### config.mk
export PLATFORM = sky130hd
export DESIGN_NAME = mavlink_v2_frame_checker_top
export DESIGN_NICKNAME = d
export VERILOG_FILES = /design/src/rtl/mvc_pkg.sv /design/src/rtl/mvc_front.sv /design/src/rtl/mvc_queue.sv /design/src/rtl/mvc_back.sv /design/src/rtl/mavlink_v2_frame_checker_top.sv
export SDC_FILE = /design/constraint.sdc
export NUM_CORES = 1
export LEC_CHECK = 0
export ABC_AREA = 1
export BUFFER_PORTS_ARGS = -buffer_cell sky130_fd_sc_hd__buf_2
export CAP_MARGIN = 25
export CELL_PAD_IN_SITES_DETAIL_PLACEMENT = 0
export CELL_PAD_IN_SITES_GLOBAL_PLACEMENT = 1
export CORE_ASPECT_RATIO = 2
export CORE_MARGIN = 10
export CORE_UTILIZATION = 49
export CTS_CLUSTER_DIAMETER = 150
export CTS_CLUSTER_SIZE = 8
export DETAILED_ROUTE_END_ITERATION = 8
export PLACE_DENSITY_LB_ADDON = 0.25
export SLEW_MARGIN = 20
export SYNTH_ARGS = -nofsm -noshare
export SYNTH_HDL_FRONTEND = slang
export SYNTH_SLANG_ARGS = --single-unit
### constraint.sdc
create_clock -name clk -period 6.3 [get_ports clk]
set_clock_uncertainty 0.15 [all_clocks]
set_input_delay 0.945 -clock clk [delete_from_list [all_inputs] [get_ports clk]]
set_output_delay 0.945 -clock clk [all_outputs]
set_load 0.03 [all_outputs]
### src/rtl/mvc_pkg.sv
package mvc_pkg;

  // Frame layout constants.
  localparam logic [7:0] MAGIC_V2      = 8'hFD;
  localparam logic [9:0] HEADER_LEN    = 10'd10;
  localparam logic [9:0] CHECKSUM_LEN  = 10'd2;
  localparam logic [9:0] SIGNATURE_LEN = 10'd13;
  localparam logic [8:0] POS_MAX       = 9'd511;
  localparam logic [15:0] CRC_SEED     = 16'hFFFF;

  // Verdict codes.
  localparam logic [2:0] ERR_OK        = 3'd0;
  localparam logic [2:0] ERR_SHORT     = 3'd1;
  localparam logic [2:0] ERR_MAGIC     = 3'd2;
  localparam logic [2:0] ERR_TRUNCATED = 3'd3;
  localparam logic [2:0] ERR_CRC       = 3'd4;

  // Role of a byte within the frame, worked out by the front part.
  typedef struct packed {
    logic crc_data;  // byte goes into the running checksum
    logic fold;      // last payload byte: fold in the CRC-extra byte after it
    logic crc_lo;    // low byte of the received checksum
    logic crc_hi;    // high byte of the received checksum
  } byte_class_t;

  // One queued request from the front part to the back part.
  typedef struct packed {
    logic [7:0]  data;
    logic        last;
    logic [8:0]  pos;
    byte_class_t cls;
  } entry_t;

  // One X.25 / MCRF4XX checksum step over a byte.
  function automatic logic [15:0] crc_step(input logic [15:0] crc, input logic [7:0] b);
    logic [7:0] t;
    t = b ^ crc[7:0];
    t = t ^ {t[3:0], 4'b0000};
    return {8'h00, crc[15:8]} ^ {t, 8'h00} ^ {5'b00000, t, 3'b000} ^ {12'h000, t[7:4]};
  endfunction

  // CRC-extra byte of the known messages; zero for an unknown id.
  function automatic logic [7:0] extra_for(input logic [23:0] id);
    logic [7:0] e;
    case (id)
      24'd0:   e = 8'd50;
      24'd1:   e = 8'd124;
      24'd24:  e = 8'd24;
      24'd31:  e = 8'd246;
      24'd33:  e = 8'd104;
      default: e = 8'd0;
    endcase
    return e;
  endfunction

endpackage

### src/rtl/mvc_front.sv
module mvc_front import mvc_pkg::*; (
  input  logic       clk,
  input  logic       rst,
  input  logic       in_valid,
  input  logic       in_stall,
  input  logic [7:0] data_byte,
  input  logic       last_byte,
  output logic       push,
  output entry_t     push_entry
);

  logic [8:0] pos;
  logic [8:0] pos_next;
  logic [7:0] len;
  logic [7:0] len_next;
  logic [7:0] cur_len;
  logic [9:0] pos_w;
  logic [9:0] data_end;

  assign push = in_valid && !in_stall;

  // The length byte counts as known on the very cycle it arrives.
  assign cur_len  = (pos == 9'd1) ? data_byte : len;
  assign pos_w    = {1'b0, pos};
  assign data_end = HEADER_LEN - 10'd1 + {2'b00, cur_len};

  // Classify the byte by its position against the frame layout.
  always_comb begin
    push_entry.data         = data_byte;
    push_entry.last         = last_byte;
    push_entry.pos          = pos;
    push_entry.cls.crc_data = (pos != 9'd0) && (pos_w <= data_end);
    push_entry.cls.fold     = (pos_w == data_end);
    push_entry.cls.crc_lo   = (pos_w == data_end + 10'd1);
    push_entry.cls.crc_hi   = (pos_w == data_end + 10'd2);
  end

  // Position count and length copy; both clear at the end of a datagram.
  always_comb begin
    pos_next = pos;
    len_next = len;
    if (push) begin
      if (last_byte) begin
        pos_next = 9'd0;
        len_next = 8'd0;
      end else begin
        if (pos < POS_MAX) pos_next = pos + 9'd1;
        len_next = cur_len;
      end
    end
  end

  always_ff @(posedge clk) begin
    if (rst) begin
      pos <= 9'd0;
      len <= 8'd0;
    end else begin
      pos <= pos_next;
      len <= len_next;
    end
  end

endmodule

### src/rtl/mvc_queue.sv
module mvc_queue import mvc_pkg::*; (
  input  logic   clk,
  input  logic   rst,
  input  logic   push,
  input  entry_t push_entry,
  output logic   full,
  output logic   q_valid,
  output entry_t q_entry,
  input  logic   pop
);

  entry_t     slots [2];
  logic       wr_ptr;
  logic       rd_ptr;
  logic [1:0] count;

  assign full    = (count == 2'd2);
  assign q_valid = (count != 2'd0);
  assign q_entry = slots[rd_ptr];

  // Payload slots hold no reset.
  always_ff @(posedge clk) begin
    if (push) slots[wr_ptr] <= push_entry;
  end

  // Pointers and fill count.
  always_ff @(posedge clk) begin
    if (rst) begin
      wr_ptr <= 1'b0;
      rd_ptr <= 1'b0;
      count  <= 2'd0;
    end else begin
      if (push) wr_ptr <= ~wr_ptr;
      if (pop) rd_ptr <= ~rd_ptr;
      case ({push, pop})
        2'b10:   count <= count + 2'd1;
        2'b01:   count <= count - 2'd1;
        default: count <= count;
      endcase
    end
  end

endmodule

### src/rtl/mvc_back.sv
module mvc_back import mvc_pkg::*; (
  input  logic        clk,
  input  logic        rst,
  input  logic        q_valid,
  input  entry_t      q_entry,
  output logic        pop,
  output logic        out_valid,
  input  logic        out_stall,
  output logic        frame_ok,
  output logic [2:0]  error_code,
  output logic        crc_checked,
  output logic [7:0]  sequence_number,
  output logic [7:0]  system_id,
  output logic [7:0]  component_id,
  output logic [23:0] message_id,
  output logic [7:0]  payload_length,
  output logic        is_signed
);

  logic        magic_good;
  logic [7:0]  length_byte;
  logic [7:0]  incompat_bits;
  logic [7:0]  seq_reg;
  logic [7:0]  sys_reg;
  logic [7:0]  comp_reg;
  logic [23:0] msg_reg;
  logic [15:0] running_crc;
  logic [7:0]  received_low;
  logic        crc_match;

  logic [23:0] msg_next;
  logic [15:0] crc_one;
  logic [15:0] crc_two;
  logic [15:0] crc_next;
  logic        match_next;
  logic [9:0]  count;
  logic [9:0]  need;
  logic        known;
  logic [2:0]  err;
  logic        checked;

  // A byte that ends no datagram never waits for the output register.
  assign pop = q_valid && (!q_entry.last || !out_valid || !out_stall);

  // Message id bytes land as they arrive so the extra byte sees them at once.
  always_comb begin
    msg_next = msg_reg;
    case (q_entry.pos)
      9'd7:    msg_next[7:0]   = q_entry.data;
      9'd8:    msg_next[15:8]  = q_entry.data;
      9'd9:    msg_next[23:16] = q_entry.data;
      default: msg_next = msg_reg;
    endcase
  end

  // Checksum update: the byte, then the CRC-extra byte after the payload.
  always_comb begin
    crc_one = crc_step(running_crc, q_entry.data);
    crc_two = crc_step(crc_one, extra_for(msg_next));
    if (q_entry.pos == 9'd0) crc_next = CRC_SEED;
    else if (q_entry.cls.crc_data) crc_next = q_entry.cls.fold ? crc_two : crc_one;
    else crc_next = running_crc;
    match_next = q_entry.cls.crc_hi ? (running_crc == {q_entry.data, received_low})
                                    : crc_match;
  end

  // Verdict for a datagram that ends with this byte.
  always_comb begin
    count   = {1'b0, q_entry.pos} + 10'd1;
    need    = HEADER_LEN + {2'b00, length_byte} + CHECKSUM_LEN
              + (incompat_bits[0] ? SIGNATURE_LEN : 10'd0);
    known   = (extra_for(msg_reg) != 8'd0);
    checked = 1'b0;
    if (count < HEADER_LEN + CHECKSUM_LEN) err = ERR_SHORT;
    else if (!magic_good) err = ERR_MAGIC;
    else if (count < need) err = ERR_TRUNCATED;
    else begin
      checked = known;
      err     = (known && !match_next) ? ERR_CRC : ERR_OK;
    end
  end

  // Frame state: header capture and checksum, cleared after the last byte.
  always_ff @(posedge clk) begin
    if (rst) begin
      magic_good    <= 1'b0;
      length_byte   <= 8'd0;
      incompat_bits <= 8'd0;
      seq_reg       <= 8'd0;
      sys_reg       <= 8'd0;
      comp_reg      <= 8'd0;
      msg_reg       <= 24'd0;
      running_crc   <= CRC_SEED;
      received_low  <= 8'd0;
      crc_match     <= 1'b0;
    end else if (pop) begin
      if (q_entry.last) begin
        magic_good    <= 1'b0;
        length_byte   <= 8'd0;
        incompat_bits <= 8'd0;
        seq_reg       <= 8'd0;
        sys_reg       <= 8'd0;
        comp_reg      <= 8'd0;
        msg_reg       <= 24'd0;
        running_crc   <= CRC_SEED;
        received_low  <= 8'd0;
        crc_match     <= 1'b0;
      end else begin
        if (q_entry.pos == 9'd0) magic_good <= (q_entry.data == MAGIC_V2);
        if (q_entry.pos == 9'd1) length_byte <= q_entry.data;
        if (q_entry.pos == 9'd2) incompat_bits <= q_entry.data;
        if (q_entry.pos == 9'd4) seq_reg <= q_entry.data;
        if (q_entry.pos == 9'd5) sys_reg <= q_entry.data;
        if (q_entry.pos == 9'd6) comp_reg <= q_entry.data;
        msg_reg     <= msg_next;
        running_crc <= crc_next;
        if (q_entry.cls.crc_lo) received_low <= q_entry.data;
        crc_match   <= match_next;
      end
    end
  end

  // Output register: holds a verdict until it is taken.
  always_ff @(posedge clk) begin
    if (rst) begin
      out_valid <= 1'b0;
    end else if (pop && q_entry.last) begin
      out_valid <= 1'b1;
    end else if (!out_stall) begin
      out_valid <= 1'b0;
    end
  end

  always_ff @(posedge clk) begin
    if (pop && q_entry.last) begin
      frame_ok    <= (err == ERR_OK);
      error_code  <= err;
      crc_checked <= checked;
      if (err == ERR_OK) begin
        sequence_number <= seq_reg;
        system_id       <= sys_reg;
        component_id    <= comp_reg;
        message_id      <= msg_reg;
        payload_length  <= length_byte;
        is_signed       <= incompat_bits[0];
      end else begin
        sequence_number <= 8'd0;
        system_id       <= 8'd0;
        component_id    <= 8'd0;
        message_id      <= 24'd0;
        payload_length  <= 8'd0;
        is_signed       <= 1'b0;
      end
    end
  end

endmodule

### src/rtl/mavlink_v2_frame_checker_top.sv
// Channel  Handshake            Fields
// in       in_valid / in_stall   data_byte[7:0], last_byte
// out      out_valid / out_stall frame_ok, error_code[2:0], crc_checked, sequence_number[7:0],
//                                system_id[7:0], component_id[7:0], message_id[23:0],
//                                payload_length[7:0], is_signed
//
// One byte is taken per cycle while in_stall is low; the checksum step and the CRC-extra
// fold share one cycle. A verdict passes through the two-entry queue and then the output
// register. Reset is synchronous and clears the position count, queue and frame state.
// A stalled output holds the verdict; bytes keep flowing until the queue fills behind a
// second last byte.
module mavlink_v2_frame_checker_top import mvc_pkg::*; (
  input  logic        clk,
  input  logic        rst,
  input  logic        in_valid,
  output logic        in_stall,
  input  logic [7:0]  data_byte,
  input  logic        last_byte,
  output logic        out_valid,
  input  logic        out_stall,
  output logic        frame_ok,
  output logic [2:0]  error_code,
  output logic        crc_checked,
  output logic [7:0]  sequence_number,
  output logic [7:0]  system_id,
  output logic [7:0]  component_id,
  output logic [23:0] message_id,
  output logic [7:0]  payload_length,
  output logic        is_signed
);

  logic   push;
  entry_t push_entry;
  logic   full;
  logic   q_valid;
  entry_t q_entry;
  logic   pop;

  assign in_stall = full;

  // Front part: position count and byte classification.
  mvc_front u_front (
    .clk        (clk),
    .rst        (rst),
    .in_valid   (in_valid),
    .in_stall   (in_stall),
    .data_byte  (data_byte),
    .last_byte  (last_byte),
    .push       (push),
    .push_entry (push_entry)
  );

  // Queue between the two parts.
  mvc_queue u_queue (
    .clk        (clk),
    .rst        (rst),
    .push       (push),
    .push_entry (push_entry),
    .full       (full),
    .q_valid    (q_valid),
    .q_entry    (q_entry),
    .pop        (pop)
  );

  // Back part: header capture, checksum and verdict.
  mvc_back u_back (
    .clk             (clk),
    .rst             (rst),
    .q_valid         (q_valid),
    .q_entry         (q_entry),
    .pop             (pop),
    .out_valid       (out_valid),
    .out_stall       (out_stall),
    .frame_ok        (frame_ok),
    .error_code      (error_code),
    .crc_checked     (crc_checked),
    .sequence_number (sequence_number),
    .system_id       (system_id),
    .component_id    (component_id),
    .message_id      (message_id),
    .payload_length  (payload_length),
    .is_signed       (is_signed)
  );

endmodule
**Yosys cells after proc, flatten, opt, wreduce, memory -nomap -nowiden**

Memory sizes are Yosys's and may differ from the RTL's. A register that Yosys moved wholly into a read port is not among the register bits.
Index checks and enable logic that the tools add are counted.

- Register bits after elaboration: 167
- Latch bits: 0
- Bits in writable memories: 44
- Memory bits (read-only): 0
- Input bits: 13
- Memories: 1

Memory list:

| name | depth | bits a word | read ports | clocked after Yosys merged registers in | write ports | RTL line | text |
|---|---|---|---|---|---|---|---|
| u_queue.slots | 2 | 22 | 1 | 1 | 1 | mvc_queue.sv:12 | `entry_t slots [2];` |

- Add/sub/neg operators: 10
- Multiply operators: 0
- Divide/modulo/power cells: 0
- Magnitude comparators: 4
- Eq/ne operators: 26
- Shift-type cells: 0
- Multiplexer cells: 42
- Bitwise gates (word level): 13
- Reduce and logical (&&, ||, !) cells: 39

Operator list:

| kind | count |
|---|---|
| two-way mux 8 bit | 15 |
| == test 24 x 5 -> 1 bit, second input constant | 4 |
| case mux 8 bit (5 select lines) | 2 |
| two-way mux 16 bit | 4 |
| == test 24 x 1 -> 1 bit, second input constant | 2 |
| == test 24 x 6 -> 1 bit, second input constant | 2 |
| logical NOT 24 bit | 2 |
| == test 9 x 3 -> 1 bit, second input constant | 4 |
| XOR 16 x 11 -> 16 bit | 2 |
| XOR 16 x 4 -> 16 bit | 2 |
| XOR 8 x 16 -> 16 bit | 2 |
| XOR 8 bit | 4 |
| == test 9 x 10 -> 1 bit | 3 |
| two-way mux 24 bit | 1 |
| adder 10 x 2 -> 10 bit, second input constant | 2 |
| nonzero test 2 bit | 10 |
| adder 4 x 8 -> 9 bit, first input constant | 2 |
| == test 9 x 1 -> 1 bit, second input constant | 2 |
| == test 9 x 4 -> 1 bit, second input constant | 2 |
| two-way mux 9 bit | 2 |
| AND reduction 2 bit | 9 |
| == test 16 bit | 1 |
| two-way mux 1 bit | 12 |
| two-way mux 3 bit | 4 |
| 27 further kinds | 39 |

**Longest topological paths before layout**

- Word-level depth: 14
- Depth in mapped cells: 29
- Mapped depth without buffers: 27

**Modules after synthesis**

From an unflattened synthesis, not the netlist that was laid out.

- Cells, all modules: 1495
- Area, all modules: 11848.9 um2

Modules (own cells, without submodules):

| module | instances | cells an instance | area an instance (um2) | sequential area each (um2) |
|---|---|---|---|---|
| mvc_back | 1 | 1078 | 7980.2 | 3543.4 |
| mvc_front | 1 | 316 | 2052.0 | 340.3 |
| mvc_queue | 1 | 101 | 1816.7 | 1421.4 |

**Worst setup path after synthesis**

Ideal clock, no wire load.

- Path kind: input to register
- Start point: in out_stall
- End point: reg u_back.seq_reg[0]
- Setup time: 0.132 ns
- Arrival time: 3.442 ns
- Path slack: 2.576 ns
- Stages: 10
- Path buffers: 1
- Cells stage by stage: nand2_1 -> o22ai_1 -> inv_2 -> nand2_1 -> inv_1 -> or2_2 -> clkbuf_1 -> inv_1 -> nand2_1 -> a21oi_1

- Longest elaborated chain between the ends: 4

Ends and longest elaborated chain:

| element | RTL line | text |
|---|---|---|
| from (decl) | mavlink_v2_frame_checker_top.sv:20 | `input logic out_stall,` |
| logical NOT 1 bit | mvc_back.sv:43 | `assign pop = q_valid && (!q_entry.last \|\| !out_valid \|\| !out_stall);` |
| logical OR 1 bit | mvc_back.sv:43 |  |
| logical AND 1 bit | mvc_back.sv:43 |  |
| net pop | mavlink_v2_frame_checker_top.sv:37 | `logic pop;` |
| AND reduction 2 bit (no source line) | n/a |  |
| to (signal assigned) | mvc_back.sv:112 | `if (q_entry.pos == 9'd4) seq_reg <= q_entry.data;` |
| to (decl) | mvc_back.sv:23 | `logic [7:0] seq_reg;` |

The timed path passes the listed nets, and every way through them passes these cells.
A chain may end at the register's enable or synchronous reset.

==> flow_metrics.py <==
metrics = {
    "power": {
        "p_sw_share_pct": 44.01,
        "p_clk_share_pct": 24.3,
        "p_int_mw": 3.482,
        "power_mw": 6.218,
        "leakage_nw": 5.395,
        "combPwrFrac_pct": 45.6,
        "seqPwrFrac_pct": 30.1,
        "p_switching_mw": 2.737,
        "p_per_area_nw_per_um2": 476.6,
        "ir_drop_mv": 0.3268,
    },
    "floorplan": {
        "fp.dieH_um": 236.9,
        "coreArea_um2": 23230,
        "io_pins": 77,
        "die_w_um": 128.4,
        "rows": 79,
        "dieArea_um2": 30430,
        "start_util_pct": 49.61,
    },
    "final_layout": {
        "diodes": 0,
        "fin_util_pct": 56.16,
        "drive_gt1_share_pct": 12.09,
        "layout.nets": 1572,
        "largest_reg_flops": 44,
        "num-fill-cells": 2210,
        "area_growth_pct": 13.20,
    },
    "place": {
        "dp_slack_ps": 1849,
        "portBuffers": 76,
        "post-dp-hpwl_um": 22760,
        "gp_congestion": 0.9855,
    },
    "drt": {
        "routedWlPerCell_um": 16.26,
        "routed_wl_um": 29760,
        "dr.pass1.iters": 6,
        "first_iter_violations": 451,
        "viasPerCell": 5.179,
        "drtAntennaViolNets": 0,
        "vias": 9477,
        "drc": 0,
    },
    "clocking": {
        "path_clk_slew_ps": 50,
        "cts-resized-gates": 0,
        "clkSinkCount": 212,
        "cts-buffers-inserted": 30,
        "cts_setup_buffers": 0,
        "insertion_delay_ps": 560,
        "ctsLongestPathBuffers": 3,
        "cts_root_buf": "clkbuf_16",
        "cts_max_level": 1,
        "cts_tree": "done",
        "hold_buffers": 0,
    },
    "timing": {
        "setup_slack_ps": 2001,
        "maxSlewHeadroom_pct": 35.23,
        "fin_crit_sh_pct": 68.24,
        "fmax_ghz": 0.2326,
        "slew_violations": 0,
        "setup_viol": 0,
        "hold_viol": 0,
        "fin_crit_ps": 4299,
        "setup_tns_ps": 0,
        "worst_pin_slew_ps": 971.6,
        "rsz0062_at_grt": "false",
    },
    "global_route": {
        "grt_pass1_vias": 9359,
        "antenna_found_initial": 0,
        "grtUsageTotal_pct": 19.42,
        "grt_max_degree": 87,
        "grt_pass1_wl_um": 47940,
        "grt_overflow": 0,
    },
    "synth": {
        "ys_seq_area_share_pct": 46.03,
        "syn_area_um2": 11520,
        "synth_top_area_share_pct": 27.62,
        "yosys.area.top_type": "edfxtp_1",
        "ys_ff_latch": 212,
        "synth_edf_count": 106,
        "syn_inst": 1442,
        "dominantRegCellSynth": "edfxtp_1",
        "yosysWarnings": 0,
        "synth.avg_cell_area_um2": 7.992,
        "synthTopCellsByArea": "edfxtp_1 (28%), dfxtp_1 (18%), nand2_1 (12%), inv_1 (6.5%), a21oi_1 (5.1%)",
        "ys_types": 56,
        "synth_nets": 1490,
        "synthArstFlopShare_pct": 0,
    },
    "worst_setup_path": {
        "worst_ep_required_time_ps": 6550,
        "crit_path_max_incr_delay_ps": 430,
        "endpoint_kind": "flip-flop",
        "crit_path_max_fanout": 44,
        "reg2reg_depth": 20,
        "crit_chain": "inv_4 -> or2_1 -> o21ai_0 -> inv_1 -> ha_1 -> nand3_2 -> nor2_1 -> nand4_1 -> nor3_1 -> xor2_1 -> inv_1 -> ha_1 -> inv_1 -> nor3_1 -> o211ai_1 -> a21boi_0 -> nand2_1 -> a21o_2 -> buf_12 -> nor2_1",
        "crit_path_start_kind": "flip-flop",
        "path_common_cell": "inv_1",
        "worst_ep_arrival_time_ps": 4550,
        "slowest_stage": "dfxtp_1",
        "worst-setup-path-type": "reg -> reg",
    },
    "run_status": {
        "status": "completed",
    },
    "hold_path": {
        "hp-class": "reg -> reg",
        "min_path_cells": 1,
    },
    "run": {
        "maxCapViolations": 0,
    },
}
==> Yosys cell counts, types with 3 or more instances <==
cell / number
clkbuf_1: 21
o21ai_2: 4
xor2_2: 3
inv_1: 200
a211oi_1: 4
or2_2: 4
xor2_1: 49
o21ai_1: 18
buf_2: 5
nor2_1: 126
nor3b_1: 3
nand3_1: 76
nand4_1: 17
nor2_4: 3
or2_1: 9
inv_2: 4
buf_4: 3
a21oi_1: 118
nor3_1: 19
nor4_2: 3
nand3_2: 4
edfxtp_1: 106
ha_1: 35
nor4_1: 10
dfxtp_1: 106
o211ai_1: 9
buf_6: 7
xnor2_1: 16
nand2_1: 360
nand2_2: 27
o2111ai_1: 3
o21ai_0: 39
==> routing by layer <==
layer | up-vias | routed length, µm | GRT usage (%)
met5 | - | 0 | 0
met4 | 0 | 1525 | 10.80
met3 | 80 | 1294 | 2.640
met2 | 222 | 16460 | 36.93
met1 | 4322 | 10480 | 19.16
li1 | 4853 | - | -
==> final cells by class <==
class / instances / area [µm²] / share of cell area (%)
sequential: 212 / 5305 / 40.66
tap: 283 / 354.1 / 2.714
clock buffer: 53 / 837.1 / 6.416
multi-input combinational: 988 / 5253 / 40.26
inverter: 206 / 775.7 / 5.946
clock inverter: 2 / 46.29 / 0.3548
timing repair buffer: 86 / 475.5 / 3.644
==> final timing paths <==
check        slack (ps)                         from                             endpoint
max reg2reg        2000                    flip-flop  u_back.message_id[23]$_SDFFCE_PP0P_
max                2000                    flip-flop  u_back.message_id[23]$_SDFFCE_PP0P_
min reg2reg         300  u_queue.rd_ptr$_SDFFE_PP0P_          u_queue.rd_ptr$_SDFFE_PP0P_
min                 300  u_queue.rd_ptr$_SDFFE_PP0P_          u_queue.rd_ptr$_SDFFE_PP0P_
==> kinds of logic after synthesis <==
family,synth area share [%]
multiplexers,0.2389
other,0.03254
flip-flops,46.03
AO/OA/AOI/OAI,9.956
buffers and inverters,8.512
adder cells (fa/ha/maj),3.800
XOR/XNOR,5.884
AND/OR/NAND/NOR,25.55
==> layout by cell type, fill, tap and decap left out, types with 4 or more instances in the layout <==
master,netlist,routed
a211oi_1,4,4
xnor2_1,16,16
buf_2,5,76
clkbuf_1,21,23
or2_1,9,9
dfxtp_1,106,106
xor2_1,49,49
nand3_1,76,76
ha_1,35,35
or2_2,4,4
clkbuf_16,0,30
nand2_1,360,360
o21ai_0,39,38
nand2_2,27,27
nor3_1,19,19
o21ai_1,18,18
nand3_2,4,4
o21ai_2,4,5
o211ai_1,9,9
nor2_1,126,125
edfxtp_1,106,106
nor4_1,10,10
a21oi_1,118,118
inv_2,4,5
buf_4,3,8
inv_1,200,199
nand4_1,17,17
==> power by group through the flow <==
| stage | registers, mW | clock network, mW | logic, mW |
|---|---|---|---|
| after global routing | 1.90 | 1.60 | 3.12 |
| final | 1.87 | 1.51 | 2.84 |
| after global placement | 1.90 | 0 | 2.81 |
| after detailed placement | 1.90 | 0 | 2.84 |
| after CTS | 1.87 | 1.54 | 2.85 |
| after floorplan | 2.11 | 0 | 1.89 |
==> through the flow <==
step / cells / instance area, µm² / hold slack, ps
floorplan: 1442 / 11520 / 275.6
global placement: 1773 / 12130 / 286.6
detailed placement: 1774 / 12140 / 301.1
CTS: 1829 / 13030 / 306.5
global route: 1830 / 13050 / 332.3
finish: 1830 / 13050 / 304.3
==> critical path, delay by kind of cell (launching register included) <==
kind / cells / cell delay, ps
AOI/OAI and AO/OA: 4 / 920
xor gates and xnor gates: 1 / 160
adders and majority gates: 2 / 490
buffers and inverters: 5 / 730
DFF: 1 / 430
and+or+nand+nor: 8 / 1250
Power figures use the tool's default switching activity.
